<file path="src/design/kpss_pkg.sv">
`default_nettype none

package kpss_pkg;

    typedef struct packed {
        logic [3:0] col_sense;
        logic [3:0] row_sense;
    } t_in;

    typedef struct packed {
        logic [2:0] digit_select;
        logic [7:0] segments;
        logic       key_valid;
        logic [4:0] key_code;
    } t_out;

    typedef enum logic [1:0] {
        PH_IDLE     = 2'd0,
        PH_DEBOUNCE = 2'd1,
        PH_RELEASE  = 2'd2
    } t_phase;

    localparam logic [3:0] LINES_IDLE   = 4'hF;
    localparam logic [4:0] CODE_NOMATCH = 5'd16;
    localparam logic [7:0] DEBOUNCE_RST = 8'd8;
    localparam logic [7:0] COUNT_MAX    = 8'hFF;

    localparam logic [7:0] KEY_PATTERN [16] = '{
        8'h77, 8'h7B, 8'h7D, 8'h7E,
        8'hB7, 8'hBB, 8'hBD, 8'hBE,
        8'hD7, 8'hDB, 8'hDD, 8'hDE,
        8'hE7, 8'hEB, 8'hED, 8'hEE
    };

    // Key number 1..16 of a sensed row/column byte; no match reads as 16.
    function automatic logic [4:0] match_key(input logic [7:0] pat);
        logic [4:0] code;
        code = CODE_NOMATCH;
        for (int k = 15; k >= 0; k--) begin
            if (KEY_PATTERN[k] == pat) begin
                code = 5'(k + 1);
            end
        end
        return code;
    endfunction

    // Common cathode pattern of a stored value; anything above 15 is blank.
    function automatic logic [7:0] seg_code(input logic [4:0] val);
        logic [7:0] seg;
        case (val)
            5'd0:    seg = 8'h71;
            5'd1:    seg = 8'h79;
            5'd2:    seg = 8'h5e;
            5'd3:    seg = 8'h39;
            5'd4:    seg = 8'h7c;
            5'd5:    seg = 8'h77;
            5'd6:    seg = 8'h6f;
            5'd7:    seg = 8'h7f;
            5'd8:    seg = 8'h07;
            5'd9:    seg = 8'h7d;
            5'd10:   seg = 8'h6d;
            5'd11:   seg = 8'h66;
            5'd12:   seg = 8'h4f;
            5'd13:   seg = 8'h5b;
            5'd14:   seg = 8'h06;
            5'd15:   seg = 8'h3f;
            default: seg = 8'h00;
        endcase
        return seg;
    endfunction

endpackage

`default_nettype wire

</file>
<file path="src/design/keypad_scan_seven_segment_display.sv">
`default_nettype none
// Keypad scanner and multiplexed display: one result transfer per input transfer.
// Each result is registered into the result buffer on its input transfer.
// Throughput: 1 item per cycle; a 2-entry result buffer keeps input open while
// one result waits, so input stalls only when both entries are full.
// Reset (i_rst_n low, synchronous): key FSM idle, pointers at 0, ring cleared
// to 0 (shows F), debounce register back to 8, result buffer emptied.
module keypad_scan_seven_segment_display
    import kpss_pkg::*;
#(
    parameter int NUM_DIGITS = 8
) (
    input  wire        i_clk,
    input  wire        i_rst_n,
    input  wire        i_cfg_we,
    input  wire  [7:0] i_cfg_data,
    input  wire        i_in_valid,
    output logic       o_in_ready,
    input  t_in        i_in_data,
    output logic       o_out_valid,
    input  wire        i_out_ready,
    output t_out       o_out_data
);

    localparam int IW = (NUM_DIGITS > 1) ? $clog2(NUM_DIGITS) : 1;
    localparam logic [IW-1:0] LAST_IDX = IW'(NUM_DIGITS - 1);

    // Configuration and key FSM state
    logic [7:0]    r_ticks;
    t_phase        r_phase, n_phase;
    logic [7:0]    r_count, n_count;
    logic [4:0]    r_ring [NUM_DIGITS];
    logic [IW-1:0] r_wptr, n_wptr;
    logic [IW-1:0] r_scan, n_scan;

    // Two-entry result buffer: entry 0 is the head shown on the output.
    logic r_v0, r_v1;
    t_out r_d0, r_d1;

    logic in_xfer, out_xfer;
    logic n_store;
    logic [4:0] n_code;
    logic [7:0] cnt_inc;
    t_out n_res;

    assign o_in_ready  = !r_v1;
    assign in_xfer     = i_in_valid && o_in_ready;
    assign o_out_valid = r_v0;
    assign o_out_data  = r_d0;
    assign out_xfer    = r_v0 && i_out_ready;

    // Saturating count of debounce ticks
    assign cnt_inc = (r_count < COUNT_MAX) ? r_count + 8'd1 : r_count;

    // Key FSM: next phase, debounce count and store decision for this tick.
    always_comb begin
        n_phase = r_phase;
        n_count = r_count;
        n_store = 1'b0;
        n_code  = 5'd0;
        unique case (r_phase)
            PH_DEBOUNCE: begin
                n_count = cnt_inc;
                if (cnt_inc >= r_ticks) begin
                    n_count = 8'd0;
                    if (i_in_data.col_sense != LINES_IDLE) begin
                        // Press held through the wait: confirm and store.
                        n_store = 1'b1;
                        n_code  = match_key({i_in_data.row_sense, i_in_data.col_sense});
                        n_phase = PH_RELEASE;
                    end else begin
                        // Press gone at the check: drop it.
                        n_phase = PH_IDLE;
                    end
                end
            end
            PH_RELEASE: begin
                if (i_in_data.row_sense == LINES_IDLE) begin
                    n_phase = PH_IDLE;
                end
            end
            default: begin
                // Idle, and the unused phase code behaves as idle.
                n_phase = PH_IDLE;
                if (i_in_data.col_sense != LINES_IDLE) begin
                    n_phase = PH_DEBOUNCE;
                    n_count = 8'd0;
                end
            end
        endcase
    end

    // Pointers advance modulo the digit count.
    assign n_scan = (r_scan == LAST_IDX) ? '0 : r_scan + IW'(1);
    assign n_wptr = (r_wptr == LAST_IDX) ? '0 : r_wptr + IW'(1);

    // Display reads the ring before this tick's store lands.
    always_comb begin
        n_res.digit_select = 3'd7 - 3'(r_scan);
        n_res.segments     = seg_code(r_ring[r_scan]);
        n_res.key_valid    = n_store;
        n_res.key_code     = n_code;
    end

    always_ff @(posedge i_clk) begin
        if (!i_rst_n) begin
            r_ticks <= DEBOUNCE_RST;
        end else if (i_cfg_we) begin
            r_ticks <= i_cfg_data;
        end
    end

    always_ff @(posedge i_clk) begin
        if (!i_rst_n) begin
            r_phase <= PH_IDLE;
            r_count <= 8'd0;
            r_wptr  <= '0;
            r_scan  <= '0;
            for (int i = 0; i < NUM_DIGITS; i++) begin
                r_ring[i] <= 5'd0;
            end
        end else if (in_xfer) begin
            r_phase <= n_phase;
            r_count <= n_count;
            r_scan  <= n_scan;
            if (n_store) begin
                r_ring[r_wptr] <= n_code;
                r_wptr         <= n_wptr;
            end
        end
    end

    // Result buffer: shift on pop, fill the first free entry on push.
    always_ff @(posedge i_clk) begin
        if (!i_rst_n) begin
            r_v0 <= 1'b0;
            r_v1 <= 1'b0;
        end else if (out_xfer) begin
            if (r_v1) begin
                r_v1 <= 1'b0;
            end else begin
                r_v0 <= in_xfer;
            end
        end else if (in_xfer) begin
            if (r_v0) begin
                r_v1 <= 1'b1;
            end else begin
                r_v0 <= 1'b1;
            end
        end
    end

    always_ff @(posedge i_clk) begin
        if (out_xfer) begin
            r_d0 <= r_v1 ? r_d1 : n_res;
        end else if (in_xfer && !r_v0) begin
            r_d0 <= n_res;
        end
        if (in_xfer && (r_v1 || (r_v0 && !out_xfer))) begin
            r_d1 <= n_res;
        end
    end

`ifndef SYNTHESIS
    a_buf_order: assert property (@(posedge i_clk) disable iff (!i_rst_n)
        r_v1 |-> r_v0)
        else $error("second result entry full while head empty");

    a_store_release: assert property (@(posedge i_clk) disable iff (!i_rst_n)
        (in_xfer && n_store) |=> (r_phase == PH_RELEASE))
        else $error("stored key did not move FSM to release wait");

    a_store_from_debounce: assert property (@(posedge i_clk) disable iff (!i_rst_n)
        (in_xfer && n_store) |-> (r_phase == PH_DEBOUNCE))
        else $error("key stored outside debounce phase");

    a_scan_advance: assert property (@(posedge i_clk) disable iff (!i_rst_n)
        (in_xfer && r_scan != LAST_IDX) |=> (r_scan == $past(r_scan) + IW'(1)))
        else $error("scan index did not advance on transfer");
`endif

endmodule

`default_nettype wire
</file>
<file path="config.mk">
export PLATFORM = sky130hd
export DESIGN_NAME = keypad_scan_seven_segment_display
export DESIGN_NICKNAME = d
export VERILOG_FILES = /design/src/design/kpss_pkg.sv /design/src/design/keypad_scan_seven_segment_display.sv
export SDC_FILE = /design/constraint.sdc
export NUM_CORES = 1
export LEC_CHECK = 0
export BUFFER_PORTS_ARGS = -buffer_cell sky130_fd_sc_hd__buf_4
export CORE_UTILIZATION = 55
export DETAILED_ROUTE_END_ITERATION = 8
export PLACE_DENSITY = 0.79
export SLEW_MARGIN = 20
export SYNTH_ARGS = -nofsm -noshare
export SYNTH_HDL_FRONTEND = slang
export SYNTH_SLANG_ARGS = --single-unit
</file>
<file path="constraint.sdc">
create_clock -name i_clk -period 3.6 [get_ports i_clk]
set_input_delay 0.36 -clock i_clk [delete_from_list [all_inputs] [get_ports i_clk]]
set_output_delay 0.36 -clock i_clk [all_outputs]
set_load 0.01 [all_outputs]
</file>
==> results of run 1 <==
through the flow:
stage          worst slack, ns  hold WS (ns)  power (uW)  instances  util, %
2_1_floorplan            0.343         0.455        1610        479        -
3_3_place_gp             0.300         0.468        1700        632     61.3
4_1_cts                 0.0561         0.194        2380        648     63.3
6_report                 0.307         0.200        2370        650     63.7
3_5_place_dp            0.0890         0.480        1720        632     61.3
5_1_grt                 0.0769         0.230        2460        650     63.7
cells in the mapped netlist, types with 14 or more instances:
cell / instances / area share (%)
inv_1: 24 / 1.7
a21oi_1: 16 / 1.5
mux2i_1: 16 / 3.0
nor2b_1: 14 / 1.6
edfxtp_1: 72 / 41
nand2_1: 46 / 3.2
dfxtp_1: 29 / 11
o21ai_0: 15 / 1.4
nand4_1: 19 / 2.2
clkbuf_1: 17 / 1.2
nor3_1: 19 / 1.8
nor2_1: 53 / 3.7
ha_1: 21 / 4.9
area by class of cell:
type	count	area share [%]
clock buffer	10	2.15
timing repair buffer	52	6.99
sequential	101	46.1
clock inverter	6	0.884
tap	129	2.72
multi-input combinational	328	39.6
inverter	24	1.52
kinds of logic after synthesis:
group / Yosys count / share of synthesized area, %
compound gates: 70 / 9.85
xor+xnor: 7 / 1.50
fa+ha+maj: 21 / 4.93
buf+inv: 50 / 4.35
flops: 101 / 51.5
mux: 40 / 10.5
other cells: 1 / 0.0704
simple gates: 189 / 17.3
repair_timing:
action / 4_1_cts / 5_1_grt
endpoints found under the setup margin: 0 / 29
gates resized for setup: 0 / 1
buffers inserted: 0 / 2
power by group through the flow:
stage | Sequential (uW) | Clock, uW | Combinational [uW]
floorplan | 1360 | 0 | 249
global placement | 1360 | 0 | 341
detailed placement | 1360 | 0 | 354
CTS | 1340 | 685 | 355
global route | 1340 | 733 | 391
finish | 1330 | 679 | 354
worst paths after layout:
path                       from       endpoint  slack (ns)  cells after the start
hold reg to reg      r_phase[0]     r_phase[0]        0.49                      2
setup reg to reg     r_count[0]  o_out_data[2]        0.31                     12
hold / removal    i_cfg_data[3]     r_ticks[3]        0.20                      3
setup / recovery     r_count[0]  o_out_data[2]        0.31                     12
worst min-delay path: stages:
cell and delay [ns]:
buf_4 0.08, nand2_1 0.04, o211ai_1 0.06
registers in the layout (all words and copies together) (netlist names), 2 cells and up, named ones only:
name	cells
r_wptr	3
o_out_data	16
r_ring	40
r_count	8
r_scan	3
r_phase	2
r_ticks	8
r_d1	16
metal layers:
| layer | track usage, % | part of all wire [%] |
|---|---|---|
| met3 | 3.83 | 4.0 |
| met2 | 38.1 | 49 |
| met4 | 7.25 | 1.6 |
| met5 | 0 | 0 |
| met1 | 30.6 | 45 |
==> summary.md, run 1 <==
| Metric | Value |
|---|---|
| Status | finished, final reports clean |
| Ys flop type | edfxtp_1 |
| Max IR drop VDD | approximately 0.24 mV |
| First-pass GRT wire length | around 18000 um |
| Gate Count Post-Synth | around 480 |
| Routability cong. | between 0.8 and 0.9 |
| Iteration-0 DRC count of the detailed router | 248 |
| Sw Pwr | about 640 uW |
| Multi-input logic area | between 0.002 and 0.0025 mm^2 |
| Antenna viol nets, final | 0 |
| Max capacitance violation total | 0 |
| Unrepaired setup endpoints after global routing | false |
| Design Area, Final | 0.00594 mm^2 |
| CTS Root Cell | clkbuf_8 |
| Arrival @ worst endpoint | between 3 and 4 ns |
| Flop pwr share | between 50% and 60% |
| Setup_tns | 0 ns |
| CP max-delay cell | dfxtp_1 |
| Die area | 0.0101 mm^2 |
| Core area | roughly 0.0093 mm^2 |
| Clock Power Share | between 20% and 30% |
| Number of fill cells | approximately 750 |
| Vias/cell | between 5 and 6 |
| Post-synthesis sequential area ratio | 51.5% |
| Synthesis-to-layout area growth | 11.6% |
| Grt ovf | 0 |
| Worst Tran Pin Value | around 0.97 ns |
| Worst Path Required | roughly 3.7 ns |
| Placed Instance Area | roughly 0.0057 mm^2 |
| # IOs | 40 |
| Largest stage delay on the critical path | ~0.41 ns |
| Largest net degree at the start of global routing | 40 |
| Worst-path cell chain | ha_1 > nand3_1 > nor3_1 > buf_4 > mux2_2 > ha_1 > a21o_1 > a21oi_1 > o21ai_1 > buf_4 > and3_1 > mux2_2 |
| Clock buffer count from CTS | 9 |
| IO Port Bufs | 38 |
| Final Max Tran Viols | 0 |
| Row count | 35 |
| Achievable Freq | between 300 and 400 MHz |
| Final worst path period need | ~3.3 ns |
| Internal power | 1720 uW |
| Clock-pin slew on the worst setup and hold paths | 0.11 ns |
| Fin crit share | about nine tenths |
| Initial core utilization | roughly 57% |
| Commonest cells after routing, fill and taps aside | 72 x edfxtp_1, 52 x nor2_1, 50 x buf_4 |
| CTS tree | yes |
| Ant diodes | 0 |
| WL per Instance | approximately 17 um |
| # setup viols final | 0 |
| Number of global-route vias before repair | 3624 |
| CTS max path bufs | 2 |
| Hold-fix buffers at CTS | 0 |
| Leakage | between 0.002 and 0.0025 uW |
| DRT Pass-1 Iters | 5 |
| Post-synthesis cell type count | between 60 and 70 |
| Worst hold path class | input pin to flip-flop |
| Synth Net Count | ~520 |
| Via count | around 3800 |
| NumNets Final | about 560 |
| # clock sinks | a little over 100 |
| CP Buf/Inv Count | 2 |
| Yosys warns | 0 |
| Total GRT Usage | about 23% |
| Power share of the combinational group | between 10% and 20% |
| Netlist Area Pre-Place | 0.00533 mm^2 |
| Reg area | between 0.002 and 0.003 mm^2 |
| Syn avg cell area | around 11 um^2 |
| Most common cell after layout, fill and taps aside | edfxtp_1 |
| Critical path startpoint category | flip-flop |
| EDFF count, synth | 72 |
| Skew final | between 0.01 and 0.015 ns |
| Die W | ~100 um |
| Sw Ratio | between 20% and 30% |
| Crit path kind | flip-flop to flip-flop |
| Layout cell share with drive strength beyond 1 | between 20% and 30% |
| Async S/R FF share, synth | 0% |
| Initial antenna violation count | 0 |
| Chip Height | between 100 and 150 um |
| Yosys reg bits | around 100 |
| Htree depth | 3 |
| PD cells | 398 mW/mm^2 |
| Worst setup EP type | flip-flop |
| Final HPWL DP | 7910 um |
| Residual DRC | 0 |
| WL final | between 10000 and 15000 um |
| Clk Latency, worst-skew pair | about 0.37 ns |
| Final Hold Fails | 0 |
| Rel. slew slack | approximately a third |
| Top delay family on crit path | multiplexers |
| CP Max Fanout | 15 |
No activity file was read; power rests on OpenSTA's default activity.
==> run 2, diff against run 1 <==
CORE_UTILIZATION = 60   (was 55)
PLACE_DENSITY = 0.8   (was 0.79)
==> summary.md, run 2 (synthesized netlist as in run 1, its figures left out) <==
| Metric | Value |
|---|---|
| Htree depth | 3 (unchanged) |
| Max capacitance violation total | 0 (unchanged) |
| Largest net degree at the start of global routing | 40 (unchanged) |
| Worst Path Required | 3.71 ns (-0.02 ns) |
| Unrepaired setup endpoints after global routing | false |
| Fin crit share | 93.7% (+2.2 points) |
| Final Hold Fails | 0 (unchanged) |
| WL final | 10600 um (-1.0%) |
| Leakage | 0.00223 uW (-0.51%) |
| Final worst path period need | 3.37 ns (+0.0781 ns) |
| Most common cell after layout, fill and taps aside | edfxtp_1 |
| Via count | 3778 (-0.21%) |
| Hold EP | r_ticks[3] |
| Final HPWL DP | 7700 um (-2.6%) |
| First-pass GRT wire length | 17100 um (-3.4%) |
| Residual DRC | 0 (unchanged) |
| Number of global-route vias before repair | 3483 (-3.9%) |
| Commonest cells after routing, fill and taps aside | 72 x edfxtp_1, 52 x nor2_1, 50 x buf_4 |
| Largest stage delay on the critical path | 0.43 ns (+0.02 ns) |
| PnR worst setup slack | 0.229 ns (-0.0781 ns) |
| Final Power | 2410 uW (+1.8%) |
| Cells on worst reg2reg path | 12 (unchanged) |
| R2R setup slack | 0.23 ns (-0.08 ns) |
| Worst hold path class | input pin to flip-flop |
| Layout cell share with drive strength beyond 1 | 20.4% (+0.078 points) |
| Setup_tns | 0 ns (unchanged) |
| CTS max path bufs | 2 (unchanged) |
| Chip Height | 96.2 um (-4.2%) |
| RR Startpoint | r_count[0] |
| Max reg flops | 40 (unchanged) |
| WL per Instance | 17.0 um (+2.6%) |
| Synthesis-to-layout area growth | 10.8% |
| Minimum hold slack | 0.209 ns (+0.00953 ns) |
| Rel. slew slack | 32.7% (-2.0 points) |
| Worst-path cell chain | ha_1 > nand3_1 > nor3_1 > buf_4 > mux2_2 > ha_1 > a21o_1 > a21oi_1 > o21ai_1 > buf_4 > nand4_1 > o21ai_0 |
| CTS Root Cell | clkbuf_8 |
| Number of fill cells | 603 (-19%) |
| Core area | 0.00864 mm^2 (-7.4%) |
| Worst setup EP type | flip-flop |
| Die area | 0.00926 mm^2 (-8.2%) |
| Ant diodes | 0 (unchanged) |
| Routability cong. | 0.869 (+0.52%) |
| CTS tree | yes |
| Clock buffer count from CTS | 9 (unchanged) |
| CP Max Fanout | 15 (unchanged) |
| PD cells | 409 mW/mm^2 (+2.6%) |
| IO Port Bufs | 38 (unchanged) |
| Critical path startpoint category | flip-flop |
| Initial core utilization | 61.7% (+4.6 points) |
| Worst R2R End | o_out_data[0] |
| Vias/cell | 6.03 (+3.4%) |
| Initial antenna violation count | 0 (unchanged) |
| Dpl ws | 0.146 ns (+0.0567 ns) |
| Total GRT Usage | 25.0% (+2.1 points) |
| Achievable Freq | 297 MHz (-2.3%) |
| Hold Path Depth | 3 (unchanged) |
| Row count | 34 (-2.9%) |
| # clock sinks | 101 (unchanged) |
| Clk Latency, worst-skew pair | 0.37 ns (about the same) |
| DRT Pass-1 Iters | 6 (+1) |
| Arrival @ worst endpoint | 3.48 ns (+0.06 ns) |
| Met2 GRT Util | 41.4% (+3.2 points) |
| Max IR drop VDD | 0.202 mV (-15%) |
| Top Usage Layer GRT | met2 |
| Clock-pin slew on the worst setup and hold paths | 0.11 ns (about the same) |
| Worst Hold Launch | i_cfg_data[3] |
| Antenna viol nets, final | 0 (unchanged) |
| # setup viols final | 0 (unchanged) |
| Met1 usage | 32.0% (+1.5 points) |
| # IOs | 40 (unchanged) |
| Crit path kind | flip-flop to flip-flop |
| Iteration-0 DRC count of the detailed router | 233 (-6.0%) |
| Final Max Tran Viols | 0 (unchanged) |
| Status | finished, final reports clean |
| CP max-delay cell | dfxtp_1 |
| Grt ovf | 0 (unchanged) |
| NumNets Final | 556 (-0.36%) |
| Die W | 96.2 um (-4.2%) |
| Worst Tran Pin Value | 1.00 ns (+0.0293 ns) |
| Buffer count from post-CTS setup fixing | 0 (unchanged) |
| Skew final | 0.0133 ns (-0.00165 ns) |
| M3 GR Usage | 5.21% (+1.4 points) |
| Biggest register | r_ring |
[run 2: changes by cell type in the layout (fill, tap and decap cells not counted)]
cell,delta
buf_12,-2
clkbuf_1,-1
clkinv_1,-1
clkinv_4,+1
clkinv_8,+2
inv_8,-1
[run 2: how the worst max path moves through the flow]
stage | start | end | cells after the start
detailed placement | r_count[4] | o_out_data[0] | 10
global route | r_count[0] | o_out_data[0] | 12
finish | r_count[0] | o_out_data[0] | 12
global placement | r_count[4] | o_out_data[0] | 10
CTS | r_count[4] | o_out_data[0] | 10
floorplan | r_count[0] | r_ring[0][0] | 11
[run 2: what timing repair did]
| item | CTS | global route |
|---|---|---|
| setup endpoints to repair | 0 | 12 |
| hold buffers | 0 | 0 |
| resized for setup | 0 | 1 |
[run 2: per-stage QoR]
stage / cell area, um^2 / cells / utilization, %
2_1_floorplan: 5330 / 479 / -
3_3_place_gp: 5690 / 611 / 65.9
3_5_place_dp: 5690 / 611 / 65.9
4_1_cts: 5900 / 627 / 68.3
5_1_grt: 5900 / 627 / 68.3
6_report: 5900 / 627 / 68.3
[run 2: cell type report]
cell class                 instances  area [um^2]  share of cell area (%)
tap                              108          135                    2.29
clock inverter                     7         78.8                    1.34
sequential                       101         2740                    46.5
inverter                          24         90.1                    1.53
multi-input combinational        328         2350                    39.9
timing repair buffer              50          375                    6.36
clock buffer                       9          124                    2.10
[run 2: metal layers]
layer | share of wire, % | routed length (um)
met1 | 43 | 4570
met2 | 48 | 5110
met3 | 6.3 | 668
met4 | 2.8 | 297
met5 | 0 | 0
[run 2: where the power goes]
| part | total, uW | internal [uW] | leakage (uW) | switching [uW] |
|---|---|---|---|---|
| combinational | 356 | 152 | 0.00117 | 204 |
| sequential | 1330 | 1310 | 0.000947 | 29.0 |
| clock | 720 | 277 | 0.000104 | 443 |
[run 2: worst max-delay path: cells and delay by family, from the launching register on]
kind | cells | cell delay (ns)
buffers and inverters | 2 | 0.36
AO/OA/AOI/OAI | 4 | 0.70
flip-flops | 1 | 0.43
multiplexers | 1 | 0.36
adder cells (fa/ha/maj) | 2 | 0.52
AND/OR/NAND/NOR | 3 | 0.74
==> run 3, diff against run 2 <==
PLACE_DENSITY = 0.82   (was 0.8)
==> summary.md, run 3 (synthesized netlist as in run 1, its figures left out) <==
| Metric | Value |
|---|---|
| Hold EP | r_ticks[3] |
| Row count | 34 (unchanged) |
| Max capacitance violation total | 0 (unchanged) |
| PnR worst setup slack | 0.320 ns (+0.0917 ns) |
| Number of global-route vias before repair | 3510 (+0.78%) |
| Leakage | 0.00224 uW (+0.70%) |
| Power share of the combinational group | 14.4% (-0.4 points) |
| R2R setup slack | 0.32 ns (+0.09 ns) |
| Met2 WL post-DR | 5520 um (+8.0%) |
| Grt ovf | 0 (unchanged) |
| Total GRT Usage | 25.7% (+0.72 points) |
| Antenna viol nets, final | 0 (unchanged) |
| Routed length on met1 | 4800 um (+5.1%) |
| DRT Pass-1 Iters | 7 (+1) |
| Initial core utilization | 61.7% (unchanged) |
| PD cells | 423 mW/mm^2 (+3.6%) |
| Biggest register | r_ring |
| Clock buffer count from CTS | 9 (unchanged) |
| Final Power | 2510 uW (+4.0%) |
| Die area | 0.00926 mm^2 (unchanged) |
| Hold Path Depth | 3 (unchanged) |
| Critical path startpoint category | flip-flop |
| Dpl cells | 611 (unchanged) |
| # setup viols final | 0 (unchanged) |
| Dpl ws | 0.340 ns (+0.194 ns) |
| Rel. slew slack | 37.6% (+4.8 points) |
| Cells on worst reg2reg path | 12 (unchanged) |
| CTS resizes | 0 (unchanged) |
| WL per Instance | 17.7 um (+4.0%) |
| Fin crit share | 91.1% (-2.5 points) |
| Routability cong. | 0.858 (-1.2%) |
| Status | finished, final reports clean |
| Iteration-0 DRC count of the detailed router | 235 (+0.86%) |
| Layout Cells excl Fill | 627 (unchanged) |
| Residual DRC | 0 (unchanged) |
| Crit path kind | flip-flop to flip-flop |
| Setup_tns | 0 ns (unchanged) |
| Worst setup EP type | flip-flop |
| Largest net degree at the start of global routing | 40 (unchanged) |
| Largest stage delay on the critical path | 0.42 ns (about the same) |
| WL final | 11100 um (+4.0%) |
| Synthesis-to-layout area growth | 11.3% |
| CP max-delay cell | dfxtp_1 |
| Final Hold Fails | 0 (unchanged) |
| Hold-fix buffers at CTS | 0 (unchanged) |
| Number of fill cells | 639 (+6.0%) |
| Achievable Freq | 305 MHz (+2.8%) |
| Clock Power Share | 32.4% (+2.5 points) |
| CTS Root Cell | clkbuf_8 |
| NumNets Final | 556 (unchanged) |
| Max reg flops | 40 (unchanged) |
| Max IR drop VDD | 0.188 mV (-6.9%) |
| Buffer count from post-CTS setup fixing | 0 (unchanged) |
| Final worst path period need | 3.28 ns (-0.0917 ns) |
| Worst Tran Pin Value | 0.929 ns (-0.0720 ns) |
| Worst hold path class | input pin to flip-flop |
| Ant diodes | 0 (unchanged) |
| # clock sinks | 101 (unchanged) |
| Die W | 96.2 um (unchanged) |
| Worst-path cell chain | ha_1 > nand3_1 > nor3_1 > buf_4 > mux2_2 > ha_1 > a21o_1 > a21oi_1 > o21ai_1 > buf_4 > nand4_1 > o21ai_0 |
| CTS max path bufs | 2 (unchanged) |
| Initial antenna violation count | 0 (unchanged) |
| IO Port Bufs | 38 (unchanged) |
| Post-layout util | 68.6% (+0.29 points) |
| Layout cell share with drive strength beyond 1 | 20.2% (-0.19 points) |
| Internal power | 1860 uW (+7.0%) |
| Commonest cells after routing, fill and taps aside | 72 x edfxtp_1, 53 x nor2_1, 50 x buf_4 |
| Worst Hold Launch | i_cfg_data[3] |
| Most common cell after layout, fill and taps aside | edfxtp_1 |
| Met3 wire length | 597 um (-11%) |
| # IOs | 40 (unchanged) |
| Sw Pwr | 652 uW (-3.5%) |
| Clock-pin slew on the worst setup and hold paths | 0.11 ns (about the same) |
| Flop pwr share | 53.3% (-2.1 points) |
| Worst R2R End | o_out_data[1] |
| Final Max Tran Viols | 0 (unchanged) |
| Clk Latency, worst-skew pair | 0.37 ns (about the same) |
| Chip Height | 96.2 um (unchanged) |
| RR Startpoint | r_count[0] |
| Skew final | 0.0218 ns (+0.00850 ns) |
| Arrival @ worst endpoint | 3.39 ns (-0.09 ns) |
| Htree depth | 3 (unchanged) |
| Sw Ratio | 26.0% (-2.0 points) |
| Top Layer Used | met4 |
| Vias/cell | 6.07 (+0.66%) |
| Unrepaired setup endpoints after global routing | false |
| Final HPWL DP | 8110 um (+5.3%) |
| Worst Path Required | 3.71 ns (about the same) |
| Via count | 3803 (+0.66%) |
| Core area | 0.00864 mm^2 (unchanged) |
| CP Max Fanout | 15 (unchanged) |
| CTS tree | yes |
| First-pass GRT wire length | 17700 um (+3.4%) |
## run 3: cell count changes in the layout (fill, tap and decap cells not counted)
| cell | previous run | this run |
|---|---|---|
| clkbuf_16 | 0 | 1 |
| inv_6 | 1 | 3 |
| inv_8 | 2 | 1 |
| bufinv_16 | 0 | 1 |
| clkinv_8 | 2 | 0 |
| nor2_2 | 3 | 2 |
| nor2_1 | 52 | 53 |
| clkinv_4 | 1 | 0 |
| inv_4 | 1 | 0 |
| clkbuf_8 | 9 | 10 |
## run 3: through the flow
step / hold WS, ns / area (um^2)
final: 0.214 / 5920
after global placement: 0.469 / 5690
after detailed placement: 0.484 / 5690
after CTS: 0.201 / 5920
after global routing: 0.237 / 5920
after floorplan: 0.455 / 5330
## run 3: power groups by stage
stage / logic, uW / registers [uW] / clock network [uW]
global placement: 344 / 1360 / 0
global route: 395 / 1340 / 859
floorplan: 249 / 1360 / 0
CTS: 361 / 1340 / 814
detailed placement: 360 / 1360 / 0
finish: 360 / 1340 / 812
## run 3: critical path: cells and delay by family, from the launching register on
kind                       cells  cell delay (ns)
muxes                          1             0.36
DFF                            1             0.42
buffers and inverters          2             0.36
AOI/OAI and AO/OA              4             0.65
and+or+nand+nor                3             0.71
adders and majority gates      2             0.52
## run 3: cell type report
class / count / area [um^2] / share of cell area (%)
sequential: 101 / 2740 / 46.3
multi-input combinational: 328 / 2350 / 39.7
timing repair buffer: 50 / 375 / 6.34
clock buffer: 11 / 163 / 2.75
tap: 108 / 135 / 2.28
inverter: 24 / 90.1 / 1.52
clock inverter: 5 / 67.6 / 1.14
## run 3: how the worst max path moves through the flow
stage / from / to / slack (ns)
after floorplan: r_count[0] / r_ring[0][0] / 0.34
after global placement: r_count[0] / o_out_data[0] / 0.51
after detailed placement: r_count[0] / o_out_data[1] / 0.34
after CTS: r_count[0] / o_out_data[0] / 0.33
after global routing: r_count[1] / o_out_data[1] / 0.04
final: r_count[0] / o_out_data[1] / 0.32
## run 3: per-layer routing
metal / global-route usage (%) / up-vias
li1: - / 1824
met1: 33.9 / 1828
met2: 42.7 / 139
met3: 5.53 / 12
met4: 7.21 / 0
met5: 0 / -
